`config.mk`:
```
export PLATFORM = sky130hd
export DESIGN_NAME = sip_cell
export DESIGN_NICKNAME = d
export VERILOG_FILES = /design/src/hdl/skyline_interval_placement_defines.svh /design/src/hdl/sip_pkg.sv /design/src/hdl/sip_cell.sv
export SDC_FILE = /design/constraint.sdc
export NUM_CORES = 1
export LEC_CHECK = 0
export ABC_AREA = 1
export BUFFER_PORTS_ARGS = -buffer_cell sky130_fd_sc_hd__buf_4
export CELL_PAD_IN_SITES_DETAIL_PLACEMENT = 1
export CELL_PAD_IN_SITES_GLOBAL_PLACEMENT = 2
export CORE_MARGIN = 8
export CORE_UTILIZATION = 28
export CTS_CLUSTER_DIAMETER = 50
export DETAILED_ROUTE_END_ITERATION = 6
export PLACE_DENSITY = 0.86
export SYNTH_ARGS = -nofsm -noshare
export SYNTH_HDL_FRONTEND = slang
export SYNTH_SLANG_ARGS = --single-unit
```
`constraint.sdc`:
```
create_clock -name clk -period 7.01 [get_ports clk]
set_clock_uncertainty 0.1 [all_clocks]
set_input_delay 0.3505 -clock clk [delete_from_list [all_inputs] [get_ports clk]]
set_output_delay 0.3505 -clock clk [all_outputs]
set_load 0.03 [all_outputs]
```
`src/hdl/skyline_interval_placement_defines.svh`:
```
// Assertion macros shared by the skyline placement RTL
`ifndef SKYLINE_INTERVAL_PLACEMENT_DEFINES_SVH
`define SKYLINE_INTERVAL_PLACEMENT_DEFINES_SVH

// Same-cycle implication, sampled on clk, held off during reset
`define SIP_ASSERT_NOW(lbl, ante, cons, msg) \
    lbl: assert property (@(posedge clk) disable iff (!rst_n) (ante) |-> (cons)) \
        else $error(msg);

// Next-cycle implication, sampled on clk, held off during reset
`define SIP_ASSERT_NEXT(lbl, ante, cons, msg) \
    lbl: assert property (@(posedge clk) disable iff (!rst_n) (ante) |=> (cons)) \
        else $error(msg);

`endif

```
`src/hdl/sip_pkg.sv`:
```
// Shared types, constants and helpers for the skyline placement block
package sip_pkg;

    localparam int COLUMNS = 64;
    localparam int COL_W   = 7;
    localparam int H_W     = 24;
    localparam int SIZE_W  = 20;
    localparam int ID_W    = 16;
    localparam int MASK_W  = 64;
    localparam int CNT_W   = (COLUMNS > 1) ? $clog2(COLUMNS) : 1;
    localparam int CFG_IDX_W  = 2;
    localparam int CFG_DATA_W = 24;

    localparam logic [H_W-1:0] HMAX = {H_W{1'b1}};

    // Configuration register indexes
    localparam logic [CFG_IDX_W-1:0] REG_WINDOW_LEFT  = 2'd0;
    localparam logic [CFG_IDX_W-1:0] REG_WINDOW_RIGHT = 2'd1;
    localparam logic [CFG_IDX_W-1:0] REG_CARRY_IN     = 2'd2;

    typedef logic [COL_W-1:0] col_t;
    typedef logic [H_W-1:0]   height_t;

    // Packet that ripples down the cell chain during a scan
    typedef struct packed {
        height_t run_max;
        height_t bot_lo;
        height_t top_hi;
        height_t span_hi;
    } scan_t;

    // Broadcast from the controller to every cell
    typedef struct packed {
        logic    fin;
        logic    place_en;
        logic    clear_en;
        col_t    lo;
        col_t    hi;
        col_t    bl;
        col_t    br;
        height_t carry;
        height_t level;
        height_t newtop;
    } cell_ctrl_t;

    // Saturating add of two heights
    function automatic height_t sat_add(input height_t a, input height_t b);
        logic [H_W:0] s;
        begin
            s = {1'b0, a} + {1'b0, b};
            sat_add = s[H_W] ? HMAX : s[H_W-1:0];
        end
    endfunction

endpackage

```
`src/hdl/sip_cell.sv`:
```
// One column cell: holds top, bottom and touched flag, forwards the scan packet
module sip_cell (
    input  logic               clk,
    input  logic               rst_n,
    input  sip_pkg::col_t      idx,
    input  sip_pkg::cell_ctrl_t ctrl,
    input  sip_pkg::scan_t     scan_in,
    output sip_pkg::scan_t     scan_out,
    output logic               mask_bit,
    output logic               touched
);
    import sip_pkg::*;

    height_t top_reg, top_next;
    height_t bottom_reg, bottom_next;
    logic    touched_reg, touched_next;
    scan_t   scan_reg, scan_next;

    logic    in_win, in_blk, at_lo, at_hi;
    height_t span, eff_span, contrib;

    // Column position against window and block
    always_comb
    begin
        in_win = (idx >= ctrl.lo) && (idx <= ctrl.hi);
        in_blk = in_win && (idx >= ctrl.bl) && (idx <= ctrl.br);
        at_lo  = in_win && (idx == ctrl.lo);
        at_hi  = in_win && (idx == ctrl.hi);
    end

    // Span of this column, carry added at the left window edge
    always_comb
    begin
        span     = (touched_reg && (top_reg >= bottom_reg)) ? (top_reg - bottom_reg) : '0;
        eff_span = at_lo ? sat_add(span, ctrl.carry) : span;
        if (ctrl.fin)
            contrib = (in_win && touched_reg) ? eff_span : '0;
        else
            contrib = in_blk ? top_reg : '0;
    end

    // Scan packet for the next cell
    always_comb
    begin
        scan_next         = scan_in;
        scan_next.run_max = (contrib > scan_in.run_max) ? contrib : scan_in.run_max;
        if (at_lo)
            scan_next.bot_lo = bottom_reg;
        if (at_hi)
        begin
            scan_next.top_hi  = top_reg;
            scan_next.span_hi = span;
        end
    end

    // Column update on place, clear on finish
    always_comb
    begin
        priority if (ctrl.clear_en)
        begin
            top_next     = '0;
            bottom_next  = HMAX;
            touched_next = 1'b0;
        end
        else if (ctrl.place_en && in_blk)
        begin
            top_next     = ctrl.newtop;
            bottom_next  = (ctrl.level < bottom_reg) ? ctrl.level : bottom_reg;
            touched_next = 1'b1;
        end
        else
        begin
            top_next     = top_reg;
            bottom_next  = bottom_reg;
            touched_next = touched_reg;
        end
    end

    always_ff @(posedge clk or negedge rst_n)
    begin
        if (!rst_n)
        begin
            top_reg     <= '0;
            bottom_reg  <= HMAX;
            touched_reg <= 1'b0;
        end
        else
        begin
            top_reg     <= top_next;
            bottom_reg  <= bottom_next;
            touched_reg <= touched_next;
        end
    end

    // Chain stage register
    always_ff @(posedge clk)
    begin
        scan_reg <= scan_next;
    end

    assign scan_out = scan_reg;
    assign mask_bit = ctrl.fin && in_win && touched_reg && (eff_span == ctrl.level);
    assign touched  = touched_reg;

endmodule

```
==> summary.json <==
{
  "route": {
    "drcViolationCount": 0,
    "avgViaCountPerCell": 5.01,
    "routed_wirelength_um": 49700,
    "num_vias": 11881,
    "ant_nets": 0,
    "avgRoutedWirePerCell_um": 20.9,
    "drt_iter0_drcs": 669,
    "firstDrtPassIters": 7
  },
  "setup_path": {
    "arrival_ps": 6950,
    "critPathCaptureType": "register",
    "worstSetupStartpointType": "register",
    "path_class": "reg -> reg",
    "master_of_the_slowest_instance_on_the_critical_path": "sky130_fd_sc_hd__dfstp_2",
    "worst_path_most_repeated_cell": "sky130_fd_sc_hd__nand2_1",
    "crit_fanout": 18,
    "critical-path-max-stage-delay_ps": 540,
    "worstPathRequired_ps": 7250
  },
  "cells_and_area": {
    "finalInstanceArea_um2": 14500,
    "fin_cells": 2371,
    "fill_cells": 4699,
    "finalNetCount": 2214,
    "antenna_fix_cells": 0,
    "largest_register_ff_count": 96,
    "area_delta_synth_final_pct": 38.8,
    "final_layout_size_suffix_gt1_share_pct": 23.4
  },
  "power": {
    "power.leakage_nw": 7.53,
    "power-per-cell-area_nw_per_um2": 178,
    "peakVddDrop_mv": 0.183
  },
  "yosys": {
    "postSynthNetCount": 1862,
    "synthesis.instances": 1532,
    "ys_async_sr_fraction_pct": 33.8,
    "synth_warnings": 0,
    "seq_total_area_yosys_pct": 30.3,
    "synth.lib_cells_used.distinct": 48,
    "synth_area_um2": 10500,
    "synth_seq_cells": 145,
    "syn_area_per_cell_um2": 6.84,
    "synthFlopType": "sky130_fd_sc_hd__dfxtp_1",
    "number_of_enable_type_register_cells_in_the_synthesized_netlist": 0
  },
  "hold_path": {
    "min_path_type": "in -> reg"
  },
  "timing": {
    "maxSlewHeadroom_pct": 21.1,
    "final.setup.tns_ps": 0,
    "hold_viol_final": 0,
    "period_needed_ps": 6710,
    "period_share_pct": 95.8,
    "worstMarginPinSlew_ps": 1180,
    "setup_ws_ps": 296,
    "achievable-frequency_mhz": 149,
    "timing.final.max_slew_violations": 0,
    "final.hold.worst_slack_ps": 11.9,
    "final-setup-viol-count": 0
  },
  "placed_design": {
    "placedCellCount": 2296,
    "placement.setup.worst_slack_ps": -140,
    "routabilityCongestion": 0.918,
    "io_buffers": 305,
    "dp_hpwl_um": 41000,
    "placed_cell_area_um2": 13400
  },
  "outcome": {
    "outcome": "completed"
  },
  "clock_network": {
    "htree_num_levels": 4,
    "insertion_delay_ps": 450,
    "cts.reportedPaths.clkPinSlew_ps": 70,
    "cts-root-buf": "sky130_fd_sc_hd__clkbuf_16",
    "cts-buffers-inserted": 17,
    "largest_buffer_count_on_any_clock_path": 2,
    "cts_tree": "built",
    "clock_sink_count": 145
  },
  "die": {
    "initial_core_util_pct": 28.2,
    "floorplan.die.height_um": 209,
    "die_w_um": 209,
    "design.portCount": 306,
    "std_cell_rows": 71,
    "core_um2": 37200,
    "dieArea_um2": 43900
  },
  "grt": {
    "gr-total-overflow": 0,
    "grt_first_pass_wirelength_um": 74600,
    "grt_max_degree": 54,
    "grt_pass1_vias": 12644,
    "number_of_antenna_violations_at_the_first_check_in_global_routing": 3,
    "globalRouteTotalUtil_pct": 22.2
  },
  "job": {
    "max_cap_violations": 0
  }
}
==> layer usage <==
layer,share of wire (%),vias up,global-route usage (%)
met1,42,5664,26.4
met5,0.052,-,0
met3,6.4,78,5.41
li1,-,5779,-
met4,3.4,4,8.19
met2,48,356,38.2
==> worst max-delay path: cells and delay by family (launching register included) <==
family / cells / cell delay (ps)
buffers and inverters: 7 / 740
adders and majority gates: 4 / 1190
DFF: 1 / 540
AOI/OAI and AO/OA: 12 / 2180
and+or+nand+nor: 16 / 1810
==> cell families (layout without fill, tap and decap cells) <==
kind of cell	count (synthesis)	in the layout	share of synthesized area, %
fa+ha+maj	122	122	14.6
buf+inv	256	621	9.27
simple gates	644	644	26.3
compound gates	348	348	18.1
xor+xnor	17	17	1.42
flops	145	145	30.3
==> final cells by class <==
| type | count | area (um^2) | area share (%) |
|---|---|---|---|
| Timing Repair Buffer | 377 | 2950 | 20.3 |
| Sequential cell | 145 | 3180 | 21.8 |
| Clock buffer | 18 | 439 | 3.02 |
| Clock inverter | 14 | 133 | 0.912 |
| Tap cell | 474 | 593 | 4.08 |
| Multi-Input combinational cell | 1131 | 6460 | 44.4 |
| Inverter | 212 | 796 | 5.47 |
==> report_power, final <==
group | internal, W | total (W) | switching [W] | leakage, nW
Combinational | 0.000295 | 0.000748 | 0.000453 | 5.86
Clock | 0.000503 | 0.000921 | 0.000417 | 0.284
Sequential | 0.000899 | 0.000927 | 0.0000279 | 1.39
==> synthesized netlist by cell type (all sizes together) (2+ instances only) <==
cell type,n,area [um^2]
a211oi,7,52.6
a21boi,4,30.0
a21oi,89,445
a31oi,2,12.5
buf,7,36.3
clkbuf,37,139
clkinv,2,7.51
dfrtp,25,626
dfstp,24,631
dfxtp,96,1920
ha,121,1510
inv,210,788
nand2,400,1530
nand3,89,483
nand3b,15,113
nand4,14,100
nor2,99,379
nor3,18,90.1
nor4,2,12.5
o211ai,4,30.0
o21a,4,30.0
o21ai,192,961
o21bai,9,67.6
o221ai,5,43.8
o22ai,24,150
or2,6,37.5
xnor2,8,70.1
xor2,9,78.8
==> what timing repair did <==
action | 4_1_cts | 5_1_grt
hold endpoints to repair | 64 | 0
pin swaps | 0 | 5
setup endpoints to repair | 25 | 25
hold buffers | 40 | 0
gates resized for setup | 2 | 23
gates cloned | 0 | 1
buffers inserted | 0 | 2
==> cells in the final DEF (no fill, tap or decap), types with 3 or more instances in the layout <==
master | synthesis | routed
sky130_fd_sc_hd__o22ai_1 | 24 | 21
sky130_fd_sc_hd__inv_1 | 208 | 207
sky130_fd_sc_hd__dfrtp_1 | 25 | 25
sky130_fd_sc_hd__nand3_1 | 83 | 82
sky130_fd_sc_hd__nor3_2 | 0 | 3
sky130_fd_sc_hd__nand4_1 | 12 | 12
sky130_fd_sc_hd__o21bai_1 | 9 | 8
sky130_fd_sc_hd__xnor2_1 | 8 | 8
sky130_fd_sc_hd__a211oi_1 | 7 | 5
sky130_fd_sc_hd__nor2_1 | 98 | 97
sky130_fd_sc_hd__nand3_2 | 5 | 6
sky130_fd_sc_hd__nand2_2 | 6 | 9
sky130_fd_sc_hd__buf_4 | 0 | 333
sky130_fd_sc_hd__o21ai_0 | 190 | 190
sky130_fd_sc_hd__dfstp_2 | 24 | 24
sky130_fd_sc_hd__a21boi_0 | 4 | 4
sky130_fd_sc_hd__clkbuf_16 | 0 | 17
sky130_fd_sc_hd__inv_2 | 2 | 3
sky130_fd_sc_hd__nand2_1 | 392 | 389
sky130_fd_sc_hd__o21a_1 | 4 | 4
sky130_fd_sc_hd__o22ai_2 | 0 | 3
sky130_fd_sc_hd__ha_1 | 121 | 118
sky130_fd_sc_hd__clkinv_2 | 0 | 4
sky130_fd_sc_hd__clkinv_4 | 0 | 5
sky130_fd_sc_hd__dfxtp_1 | 96 | 96
sky130_fd_sc_hd__dlygate4sd3_1 | 0 | 40
sky130_fd_sc_hd__o221ai_1 | 5 | 5
sky130_fd_sc_hd__nand3b_1 | 15 | 15
sky130_fd_sc_hd__xor2_1 | 9 | 9
sky130_fd_sc_hd__nor3_1 | 18 | 14
sky130_fd_sc_hd__a21oi_1 | 89 | 87
sky130_fd_sc_hd__o211ai_1 | 4 | 4
sky130_fd_sc_hd__or2_2 | 6 | 6
==> per-stage QoR <==
stage               util, %  power (W)
detailed placement     36.1    0.00167
global placement       36.1    0.00165
floorplan                 -    0.00134
CTS                    38.7    0.00262
finish                 39.1    0.00260
global route           39.1    0.00274
==> worst paths after layout <==
path	depth (start not counted)	from	end	slack (ps)
worst max-delay path	39	bottom_reg[0]$_DFFE_PN1P_	scan_out[92]$_DFF_P_	300
worst min-delay path	3	scan_in[32]	scan_out[32]$_DFF_P_	10
worst max register to register	39	bottom_reg[0]$_DFFE_PN1P_	scan_out[92]$_DFF_P_	300
worst min register to register	2	bottom_reg[0]$_DFFE_PN1P_	bottom_reg[0]$_DFFE_PN1P_	450
max in group asynchronous	2	rst_n	top_reg[20]$_DFFE_PN0P_	5910
min in group asynchronous	2	rst_n	top_reg[3]$_DFFE_PN0P_	390
(Power assumes the default switching activity.)
